### src/design/pee_pkg.sv
package pee_pkg;

    localparam int DATA_W          = 32;
    localparam int SYM_W           = 8;
    localparam int STATUS_W        = 3;
    localparam int STACK_DEPTH_DEF = 16;

    localparam logic [SYM_W-1:0] SYM_ZERO  = 8'h30;
    localparam logic [SYM_W-1:0] SYM_NINE  = 8'h39;
    localparam logic [SYM_W-1:0] SYM_PLUS  = 8'h2B;
    localparam logic [SYM_W-1:0] SYM_MINUS = 8'h2D;
    localparam logic [SYM_W-1:0] SYM_STAR  = 8'h2A;
    localparam logic [SYM_W-1:0] SYM_SLASH = 8'h2F;

    typedef enum logic [STATUS_W-1:0] {
        STAT_OK      = 3'd0,
        STAT_DIVZERO = 3'd1,
        STAT_UNDER   = 3'd2,
        STAT_OVER    = 3'd3,
        STAT_INVALID = 3'd4
    } status_t;

endpackage

### src/design/postfix_expression_evaluator.sv
// An accepted digit or a rejected symbol leaves the block idle; + - * pass through S_READ (stack RAM read).
// A '/' waits in S_DIV for the bit-per-cycle divider; '/' by zero with a deeper stack goes through S_REFILL.
// A beat with tlast then passes through S_EMIT, which loads the result register once the output is free.
// Input is accepted only in S_IDLE, so a new symbol waits until the previous one has been evaluated.
// Reset clears the stack count, the error code, the state and the output valid;
// the stack RAM is not cleared and needs no clearing pass.
module postfix_expression_evaluator
    import pee_pkg::*;
    #(
        parameter int STACK_DEPTH = STACK_DEPTH_DEF
    )
    (
        input  logic        aclk,
        input  logic        aresetn,
        input  logic        s_tvalid,
        output logic        s_tready,
        input  logic [7:0]  s_tdata,   // [7:0] symbol
        input  logic        s_tlast,
        output logic        m_tvalid,
        input  logic        m_tready,
        output logic [31:0] m_tdata,   // [31:0] value
        output logic [2:0]  m_tuser    // [2:0] status
    );

    localparam int CNT_W  = $clog2(STACK_DEPTH + 1);
    localparam int ADDR_W = $clog2(STACK_DEPTH);

    typedef enum logic [2:0] {S_IDLE, S_READ, S_DIV, S_REFILL, S_EMIT} state_t;
    typedef enum logic [1:0] {OP_ADD, OP_SUB, OP_MUL, OP_DIV} op_t;

    state_t            state_reg, state_next;
    op_t               op_reg, op_next;
    logic              last_reg, last_next;
    logic [CNT_W-1:0]  count_reg, count_next;
    logic [DATA_W-1:0] top_reg, top_next;
    status_t           err_reg, err_next;
    logic              out_valid_reg, out_valid_next;
    logic [DATA_W-1:0] out_value_reg, out_value_next;
    status_t           out_status_reg, out_status_next;

    logic [CNT_W-1:0]  cnt_m1, cnt_m2, cnt_m3;
    logic              wr_en;
    logic [ADDR_W-1:0] rd_addr;
    logic [DATA_W-1:0] rd_data;
    logic              div_start;
    logic              div_done;
    logic [DATA_W-1:0] div_q;
    logic [DATA_W-1:0] mul_res;
    state_t            finish_state;

    function automatic status_t sticky(status_t cur, status_t code);
        return (cur == STAT_OK) ? code : cur;
    endfunction

    // top_reg caches the top entry; the RAM holds the entries below it.
    assign cnt_m1  = count_reg - CNT_W'(1);
    assign cnt_m2  = count_reg - CNT_W'(2);
    assign cnt_m3  = count_reg - CNT_W'(3);
    assign mul_res = 32'(rd_data * top_reg);

    pee_ram #(
        .WIDTH (DATA_W),
        .DEPTH (STACK_DEPTH)
    ) u_ram (
        .aclk    (aclk),
        .wr_en   (wr_en),
        .wr_addr (cnt_m1[ADDR_W-1:0]),
        .wr_data (top_reg),
        .rd_addr (rd_addr),
        .rd_data (rd_data)
    );

    pee_div u_div (
        .aclk     (aclk),
        .aresetn  (aresetn),
        .start    (div_start),
        .dividend (rd_data),
        .divisor  (top_reg),
        .done     (div_done),
        .quotient (div_q)
    );

    always_comb begin
        state_next      = state_reg;
        op_next         = op_reg;
        last_next       = last_reg;
        count_next      = count_reg;
        top_next        = top_reg;
        err_next        = err_reg;
        out_valid_next  = out_valid_reg && !m_tready;
        out_value_next  = out_value_reg;
        out_status_next = out_status_reg;
        wr_en           = 1'b0;
        rd_addr         = cnt_m2[ADDR_W-1:0];
        div_start       = 1'b0;
        finish_state    = last_reg ? S_EMIT : S_IDLE;

        case (state_reg)
            S_IDLE: begin
                if (s_tvalid) begin
                    last_next  = s_tlast;
                    state_next = s_tlast ? S_EMIT : S_IDLE;
                    if (s_tdata inside {[SYM_ZERO:SYM_NINE]}) begin
                        if (count_reg >= CNT_W'(STACK_DEPTH)) begin
                            err_next = sticky(err_reg, STAT_OVER);
                        end else begin
                            wr_en      = (count_reg != '0);
                            top_next   = DATA_W'(s_tdata - SYM_ZERO);
                            count_next = count_reg + CNT_W'(1);
                        end
                    end else if (s_tdata inside {SYM_PLUS, SYM_MINUS, SYM_STAR, SYM_SLASH}) begin
                        if (count_reg < CNT_W'(2)) begin
                            err_next = sticky(err_reg, STAT_UNDER);
                        end else begin
                            state_next = S_READ;
                            case (s_tdata)
                                SYM_PLUS:  op_next = OP_ADD;
                                SYM_MINUS: op_next = OP_SUB;
                                SYM_STAR:  op_next = OP_MUL;
                                default:   op_next = OP_DIV;
                            endcase
                        end
                    end else begin
                        err_next = sticky(err_reg, STAT_INVALID);
                    end
                end
            end
            S_READ: begin
                case (op_reg)
                    OP_ADD: begin
                        top_next   = rd_data + top_reg;
                        count_next = cnt_m1;
                        state_next = finish_state;
                    end
                    OP_SUB: begin
                        top_next   = rd_data - top_reg;
                        count_next = cnt_m1;
                        state_next = finish_state;
                    end
                    OP_MUL: begin
                        top_next   = mul_res;
                        count_next = cnt_m1;
                        state_next = finish_state;
                    end
                    default: begin
                        if (top_reg == '0) begin
                            // Both operands are dropped, so the entry below them becomes the top.
                            err_next   = sticky(err_reg, STAT_DIVZERO);
                            count_next = cnt_m2;
                            rd_addr    = cnt_m3[ADDR_W-1:0];
                            state_next = (count_reg > CNT_W'(2)) ? S_REFILL : finish_state;
                        end else begin
                            div_start  = 1'b1;
                            state_next = S_DIV;
                        end
                    end
                endcase
            end
            S_DIV: begin
                if (div_done) begin
                    top_next   = div_q;
                    count_next = cnt_m1;
                    state_next = finish_state;
                end
            end
            S_REFILL: begin
                top_next   = rd_data;
                state_next = finish_state;
            end
            S_EMIT: begin
                if (!out_valid_reg || m_tready) begin
                    out_valid_next  = 1'b1;
                    out_value_next  = (count_reg == '0) ? '0 : top_reg;
                    out_status_next = (count_reg == '0) ? sticky(err_reg, STAT_UNDER) : err_reg;
                    count_next      = '0;
                    err_next        = STAT_OK;
                    state_next      = S_IDLE;
                end
            end
            default: begin
                state_next = S_IDLE;
            end
        endcase
    end

    always_ff @(posedge aclk) begin
        if (!aresetn) begin
            state_reg     <= S_IDLE;
            count_reg     <= '0;
            err_reg       <= STAT_OK;
            out_valid_reg <= 1'b0;
        end else begin
            state_reg     <= state_next;
            count_reg     <= count_next;
            err_reg       <= err_next;
            out_valid_reg <= out_valid_next;
        end
        op_reg         <= op_next;
        last_reg       <= last_next;
        top_reg        <= top_next;
        out_value_reg  <= out_value_next;
        out_status_reg <= out_status_next;
    end

    assign s_tready = (state_reg == S_IDLE);
    assign m_tvalid = out_valid_reg;
    assign m_tdata  = out_value_reg;
    assign m_tuser  = out_status_reg;

endmodule

### src/design/pee_ram.sv
module pee_ram
    #(
        parameter int WIDTH = 32,
        parameter int DEPTH = 16
    )
    (
        input  logic                     aclk,
        input  logic                     wr_en,
        input  logic [$clog2(DEPTH)-1:0] wr_addr,
        input  logic [WIDTH-1:0]         wr_data,
        input  logic [$clog2(DEPTH)-1:0] rd_addr,
        output logic [WIDTH-1:0]         rd_data
    );

    logic [WIDTH-1:0] mem [DEPTH];

    always_ff @(posedge aclk) begin
        if (wr_en) begin
            mem[wr_addr] <= wr_data;
        end
        rd_data <= mem[rd_addr];
    end

endmodule

### src/design/pee_div.sv
module pee_div
    import pee_pkg::*;
    (
        input  logic              aclk,
        input  logic              aresetn,
        input  logic              start,
        input  logic [DATA_W-1:0] dividend,
        input  logic [DATA_W-1:0] divisor,
        output logic              done,
        output logic [DATA_W-1:0] quotient
    );

    localparam int CNT_W = $clog2(DATA_W);

    logic              busy_reg, busy_next;
    logic              done_reg, done_next;
    logic [CNT_W-1:0]  cnt_reg, cnt_next;
    logic [DATA_W-1:0] rem_reg, rem_next;
    logic [DATA_W-1:0] quo_reg, quo_next;
    logic [DATA_W-1:0] dvs_reg, dvs_next;
    logic              neg_reg, neg_next;
    logic [DATA_W:0]   trial;

    // One restoring step per cycle on the magnitudes; the sign is applied at the end.
    assign trial = {rem_reg, quo_reg[DATA_W-1]} - {1'b0, dvs_reg};

    always_comb begin
        busy_next = busy_reg;
        done_next = 1'b0;
        cnt_next  = cnt_reg;
        rem_next  = rem_reg;
        quo_next  = quo_reg;
        dvs_next  = dvs_reg;
        neg_next  = neg_reg;
        if (start) begin
            busy_next = 1'b1;
            cnt_next  = '0;
            rem_next  = '0;
            quo_next  = dividend[DATA_W-1] ? (~dividend + 1'b1) : dividend;
            dvs_next  = divisor[DATA_W-1] ? (~divisor + 1'b1) : divisor;
            neg_next  = dividend[DATA_W-1] ^ divisor[DATA_W-1];
        end else if (busy_reg) begin
            if (!trial[DATA_W]) begin
                rem_next = trial[DATA_W-1:0];
                quo_next = {quo_reg[DATA_W-2:0], 1'b1};
            end else begin
                rem_next = {rem_reg[DATA_W-2:0], quo_reg[DATA_W-1]};
                quo_next = {quo_reg[DATA_W-2:0], 1'b0};
            end
            cnt_next = cnt_reg + 1'b1;
            if (cnt_reg == CNT_W'(DATA_W - 1)) begin
                busy_next = 1'b0;
                done_next = 1'b1;
            end
        end
    end

    always_ff @(posedge aclk) begin
        if (!aresetn) begin
            busy_reg <= 1'b0;
            done_reg <= 1'b0;
        end else begin
            busy_reg <= busy_next;
            done_reg <= done_next;
        end
        cnt_reg <= cnt_next;
        rem_reg <= rem_next;
        quo_reg <= quo_next;
        dvs_reg <= dvs_next;
        neg_reg <= neg_next;
    end

    assign done     = done_reg;
    assign quotient = neg_reg ? (~quo_reg + 1'b1) : quo_reg;

endmodule

### config.mk
export PLATFORM = sky130hd
export DESIGN_NAME = postfix_expression_evaluator
export DESIGN_NICKNAME = d
export VERILOG_FILES = /design/src/design/pee_pkg.sv /design/src/design/postfix_expression_evaluator.sv /design/src/design/pee_ram.sv /design/src/design/pee_div.sv
export SDC_FILE = /design/constraint.sdc
export NUM_CORES = 2
export LEC_CHECK = 0
export ABC_AREA = 1
export BUFFER_PORTS_ARGS = -buffer_cell sky130_fd_sc_hd__buf_2
export CORE_UTILIZATION = 50
export DETAILED_ROUTE_END_ITERATION = 16
export GPL_TIMING_DRIVEN = 0
export PLACE_DENSITY_LB_ADDON = 0.25
export SLEW_MARGIN = 0
export SYNTH_ARGS = -nofsm -noshare
export SYNTH_HDL_FRONTEND = slang
export SYNTH_SLANG_ARGS = --single-unit
### constraint.sdc
create_clock -name aclk -period 9.7 [get_ports aclk]
set_clock_uncertainty 0.1 [all_clocks]
set_input_delay 1.455 -clock aclk [delete_from_list [all_inputs] [get_ports aclk]]
set_output_delay 1.455 -clock aclk [all_outputs]
set_load 0.005 [all_outputs]
Word level (Yosys, flattened, before mapping)
Memory sizes are Yosys's and may differ from the RTL's. A register that Yosys moved wholly into a read port is not among the register bits.
Cells that the tools add are included.
- add/sub/neg operators: 12
- $mul: 1
- order comparisons: 5
- equality and inequality tests: 25
- multiplexer cells: 65
- bitwise gates (word level): 8
- reductions and logical operators: 25
- operators by type and width (cell ; count):
    $mux 32 ; 9
    $pmux 32 s4 ; 1
    $add 32x1->32 const B ; 3
    $not 32->32 ; 3
    $pmux 32 s3 ; 1
    $mux 3 ; 23
    $mux 5 ; 7
    $sub 33x32->33 ; 1
    $add 32x32->32 ; 1
    $eq 8x6->1 const B ; 4
    $logic_not 32->1 ; 1
    $mul 32x32->32 ; 1
    $sub 32x32->32 ; 1
    $mux 31 ; 1
    $pmux 5 s4 ; 1
    $mux 1 ; 16
    $pmux 3 s5 ; 1
    $mux 4 ; 3
    $ne 2x2->1 const B ; 6
    $reduce_bool 4->1 ; 3
    $add 5x1->5 const B ; 2
    $reduce_and 10->1 ; 1
    $pmux 3 s3 ; 1
    $sub 8x6->9 const B ; 1
    other kinds (38) ; 49
- register bits after elaboration: 186
- memory bits (writable): 512
- input port bits: 13
- output and inout bits: 37
- word-level logic and storage cells: 159
- memories kept: 1
- memory list (name ; depth ; bits a word ; rd ports ; clocked after Yosys merged registers in ; wr ports ; RTL line ; source):
    u_ram.mem ; 16 ; 32 ; 1 ; 1 ; 1 ; pee_ram.sv:15 ; logic [WIDTH-1:0] mem [DEPTH];

Longest topological paths before layout
- depth in word-level cells: 7
- mapped depth: 35
- mapped depth without buffers: 33

Modules after synthesis
A second synthesis with hierarchy kept.
- cells, all modules: 6903
- area total of the unflattened synthesis: 56171.4 sq um
- modules (own cells, without submodules) (module ; times used ; cells an instance ; area an instance (sq um) ; sequential area each (sq um)):
    postfix_expression_evaluator ; 1 ; 3300 ; 23989.3 ; 2342.2
    pee_ram ; 1 ; 2120 ; 22730.6 ; 16015.4
    pee_div ; 1 ; 1483 ; 9451.6 ; 2732.6

Least setup slack after synthesis
Ideal clock, no wire load.
- path type: flip-flop to flip-flop
- start point: register top_reg[7]
- end point: register top_reg[26] (data pin)
- library setup time: 0.271 ns
- data arrival time: 6.756 ns
- data required time: 9.329 ns
- path slack: 2.573 ns
- stages on the path, launching flop included: 31
- buffers on the path: 2
- clock period less this slack: 7.127 ns
- cell sequence: edfxtp_1 > clkbuf_1 > buf_1 > nand2_1 > inv_1 > fa_1 > fa_1 > fa_1 > inv_1 > fa_1 > inv_1 > fa_1 > inv_1 > fa_1 > inv_1 > fa_1 > fa_1 > ha_1 > nand2_1 > nor2_1 > and2_1 > nand4_1 > nand3_1 > nand2_1 > nand2_1 > nand2_1 > nand2_1 > xnor2_1 > nand2_1 > nand3_1 > nand3b_1
- longest elaborated chain between the ends: 3
- RTL lines (what ; RTL line ; source):
    from (decl) ; postfix_expression_evaluator.sv:35 ; logic [DATA_W-1:0] top_reg, top_next;
    from (signal assigned) ; postfix_expression_evaluator.sv:200 ; top_reg <= top_next;
    $mul 32x32->32 (tied with other cells) ; postfix_expression_evaluator.sv:59 ; assign mul_res = 32'(rd_data * top_reg);
    $pmux 32 s3 (*) ; postfix_expression_evaluator.sv:129 ; case (op_reg)
    $pmux 32 s4 (*) ; postfix_expression_evaluator.sv:98 ; case (state_reg)
    named net top_next[26] ; postfix_expression_evaluator.sv:35 ;
Mark *: on every way through the listed nets, which the timed path passes. The rest lies on a longest branch.
A chain may end at the register's enable or synchronous reset.

Worst setup path in the final report
- start point: register u_ram.rd_data[14], read port of u_ram.mem
- end point: register top_reg[24] (data pin)
- longest elaborated chain between the ends: 3
- RTL lines (what ; RTL line ; source):
    from (decl) ; pee_ram.sv:12 ; output logic [WIDTH-1:0] rd_data
    $mul 32x32->32 (tied with other cells) ; postfix_expression_evaluator.sv:59 ;
    $pmux 32 s3 (*) ; postfix_expression_evaluator.sv:129 ;
    $pmux 32 s4 (*) ; postfix_expression_evaluator.sv:98 ;
    named net top_next[24] ; postfix_expression_evaluator.sv:35 ;
Marks and branches as above.

==> summary.txt <==
Status
  • Outcome: finished, final reports clean

Drt
  • Via count: roughly 44k
  • DRC viols: 0
  • First DRT Iteration DRCs: slightly below 6k
  • First drt pass iteration count: 7
  • Post-DR vias/cell: approximately 5.7
  • DRT antenna net count: 0
  • WL per Instance: 24.2 um
  • Drt total wl: roughly 190000 um

Global route
  • Vias in the first global route: 42.0k
  • Largest net degree at the start of global routing: 36
  • Total Routing Usage GR: a little over a third
  • GR Overflow Total: 0
  • Antenna violations before repair: 7
  • First-pass GRT wire length: about 270000 um

Placed design
  • PortBufs: 49
  • GPL Wtd Cong: between 1 and 1.5
  • Placed cell area: about 0.056 mm^2
  • Dpl hpwl: 144000 um

Timing
  • Max Slew Vio Count: 0
  • Setup violators final: 0
  • Worst-Margin Slew: around 1.5 ns
  • Final hold violation count: 0
  • Post-route clock period utilization: between 90% and 100%
  • Min Tclk post-route: roughly 9.5 ns
  • Max Freq: ~0.11 GHz
  • Unrepaired setup endpoints after global routing: true
  • Rel. slew slack: between 3 and 4%

Die
  • Die H: 329 um
  • Die X: around 330 um
  • Core Rows: between 100 and 150
  • IO Pins: 50
  • Core area: between 0.1 and 0.15 mm^2
  • Initial Util: between 50 and 60%
  • Die area: 0.108 mm^2

Synth
  • Post-synth EDFFs: approximately 650
  • Mapped Area: 0.0534 mm^2
  • Mean Syn Cell Area: 8.66 um^2
  • Cells after Synth: between 6k and 7k
  • Synth Register Bits: between 700 and 800
  • Yosys warns: 0
  • Yosys cell types: 60
  • Sequential share of the synthesized area: between 30% and 40%
  • Top FF cell, synth: edfxtp_1
  • Mapped Nets: approximately 6.8k
  • Ys async rst share: 0%

Worst hold path
  • Hold path cells: 2
  • HP Class: reg2reg
  • Hold_sp: u_div.rem_reg[26]
  • Hold path endpoint: u_div.rem_reg[26]

Clocking
  • Clk pin slew, worst setup/hold paths: roughly 0.070 ns
  • Cts bufs inserted: 80
  • H-tree levels: 3
  • Clk buf depth: 3
  • Latest clock arrival within the worst-skew pair: around 0.69 ns
  • CTS tree: yes
  • # clock sinks: 730
  • Root buf cell: clkbuf_16

Final layout
  • Largest Register: u_ram.mem
  • Commonest non-fill, non-tap cells in the layout: nand2_1, inv_1, edfxtp_1
  • Commonest non-fill, non-tap cell in the layout: nand2_1
  • Layout cells sized above 1: 5.55%
  • Post-Layout Inst Area: roughly 0.059 mm^2
  • P&R area growth vs syn: 9.96%
  • Final #Nets: 6969
  • Max reg flops: 512

Critical path
  • CP required: between 9 and 10 ns
  • Setup crit start kind: flop
  • Setup CP Type: reg2reg
  • Flop2flop setup slack: 0.19 ns
  • R2R cell count: 24
  • Worst Path Max Fanout: 10
  • WP data arrival: between 9 and 10 ns
  • Reg2reg start: u_ram.rd_data[14]
  • RR Endpoint: top_reg[24]
  • CP Capture Type: flop

Flow run
  • Max-cap violations: 0
## cell usage after synthesis (10+ instances only)
cell	count	area, um^2
a21o_1	14	105
a21oi_1	309	1550
a31oi_1	10	62.6
buf_1	48	180
buf_2	68	340
buf_6	28	315
clkbuf_1	155	582
dfxtp_1	83	1660
edfxtp_1	647	19400
fa_1	410	8210
ha_1	207	2590
inv_1	1329	4990
nand2_1	1411	5300
nand3_1	403	2020
nand3b_1	11	82.6
nand4_1	30	188
nor2_1	227	852
nor3_1	49	245
nor4_1	12	75.1
o211ai_1	139	1040
o21ai_0	292	1460
o21ai_1	68	340
o21bai_1	19	143
xnor2_1	43	377
xor2_1	71	622
## stage by stage
step	setup slack [ns]	utilization (%)	std cells	hold WS [ns]	TNS, ns
floorplan	2.57	-	6174	0.347	0
global route	-0.00523	55.7	7793	0.397	-0.00523
detailed placement	0.398	53.1	7642	0.364	0
CTS	0.333	55.6	7787	0.374	0
finish	0.185	55.7	7795	0.373	0
global placement	0.449	52.5	7614	0.359	0
## how the worst max path moves through the flow
stage | startpoint | end | slack [ns] | cells past startpoint
global route | u_ram.rd_data[14] | top_reg[24] | -0.005 | 24
detailed placement | u_ram.rd_data[13] | top_reg[26] | 0.40 | 29
CTS | u_ram.rd_data[13] | top_reg[24] | 0.33 | 26
global placement | u_ram.rd_data[13] | top_reg[26] | 0.45 | 30
floorplan | top_reg[7] | top_reg[26] | 2.57 | 30
finish | u_ram.rd_data[14] | top_reg[24] | 0.19 | 24
## repair_timing
action                                 4_1_cts  5_1_grt
resized for setup                            0        3
hold buffers                                 0        0
setup endpoints to repair                    0        6
endpoints found under the hold margin        0        0
buffers inserted                             0        5
## worst max-delay path, stage by stage (launching register included)
cell       delay [ns]
dfxtp_1          0.77
clkbuf_1         0.96
clkbuf_1         0.68
nand2_1          0.10
inv_1            0.11
fa_1             0.41
fa_1             0.49
fa_1             0.57
inv_1            0.07
fa_1             0.47
inv_1            0.05
fa_1             0.48
fa_1             0.58
fa_1             0.43
fa_1             0.50
ha_1             0.38
a21oi_1          0.27
o21ai_0          0.12
a21oi_1          0.25
nand3_1          0.21
a21o_1           0.21
nor2_1           0.08
o21ai_0          0.17
nand3_1          0.17
o2111ai_1        0.43
## routing by layer
layer | vias to the layer above | wire, um | part of all wire, % | global-route usage [%]
met4 | 6 | 8510 | 4.5 | 13.8
li1 | 19900 | - | - | -
met1 | 21300 | 77000 | 41 | 49.4
met2 | 2508 | 79400 | 42 | 50.9
met5 | - | 46 | 0.024 | 0
met3 | 400 | 23800 | 13 | 9.41
## kinds of logic after synthesis
| group | count (synthesis) | synth area share [%] |
|---|---|---|
| adder cells (fa/ha/maj) | 617 | 20.2 |
| flip-flops | 730 | 39.5 |
| XOR/XNOR | 115 | 1.92 |
| AND/OR/NAND/NOR | 2172 | 16.8 |
| AO/OA/AOI/OAI | 900 | 9.54 |
| buffers and inverters | 1640 | 12.1 |
## cell type report
type                       instances  area, um^2
antenna                            2        5.00
buffer                           306        1470
clock buffer                     103        2170
clock inverter                    42         473
fill                            9548       46800
inverter                        1334        5010
multi-input combinational       3804       26000
sequential                       730       21100
tap                             1391        1740
timing repair buffer              83         802
Power is left out: the tool's default activity adds up to more than one toggle a clock period on the data nets, which glitch-free logic cannot reach.
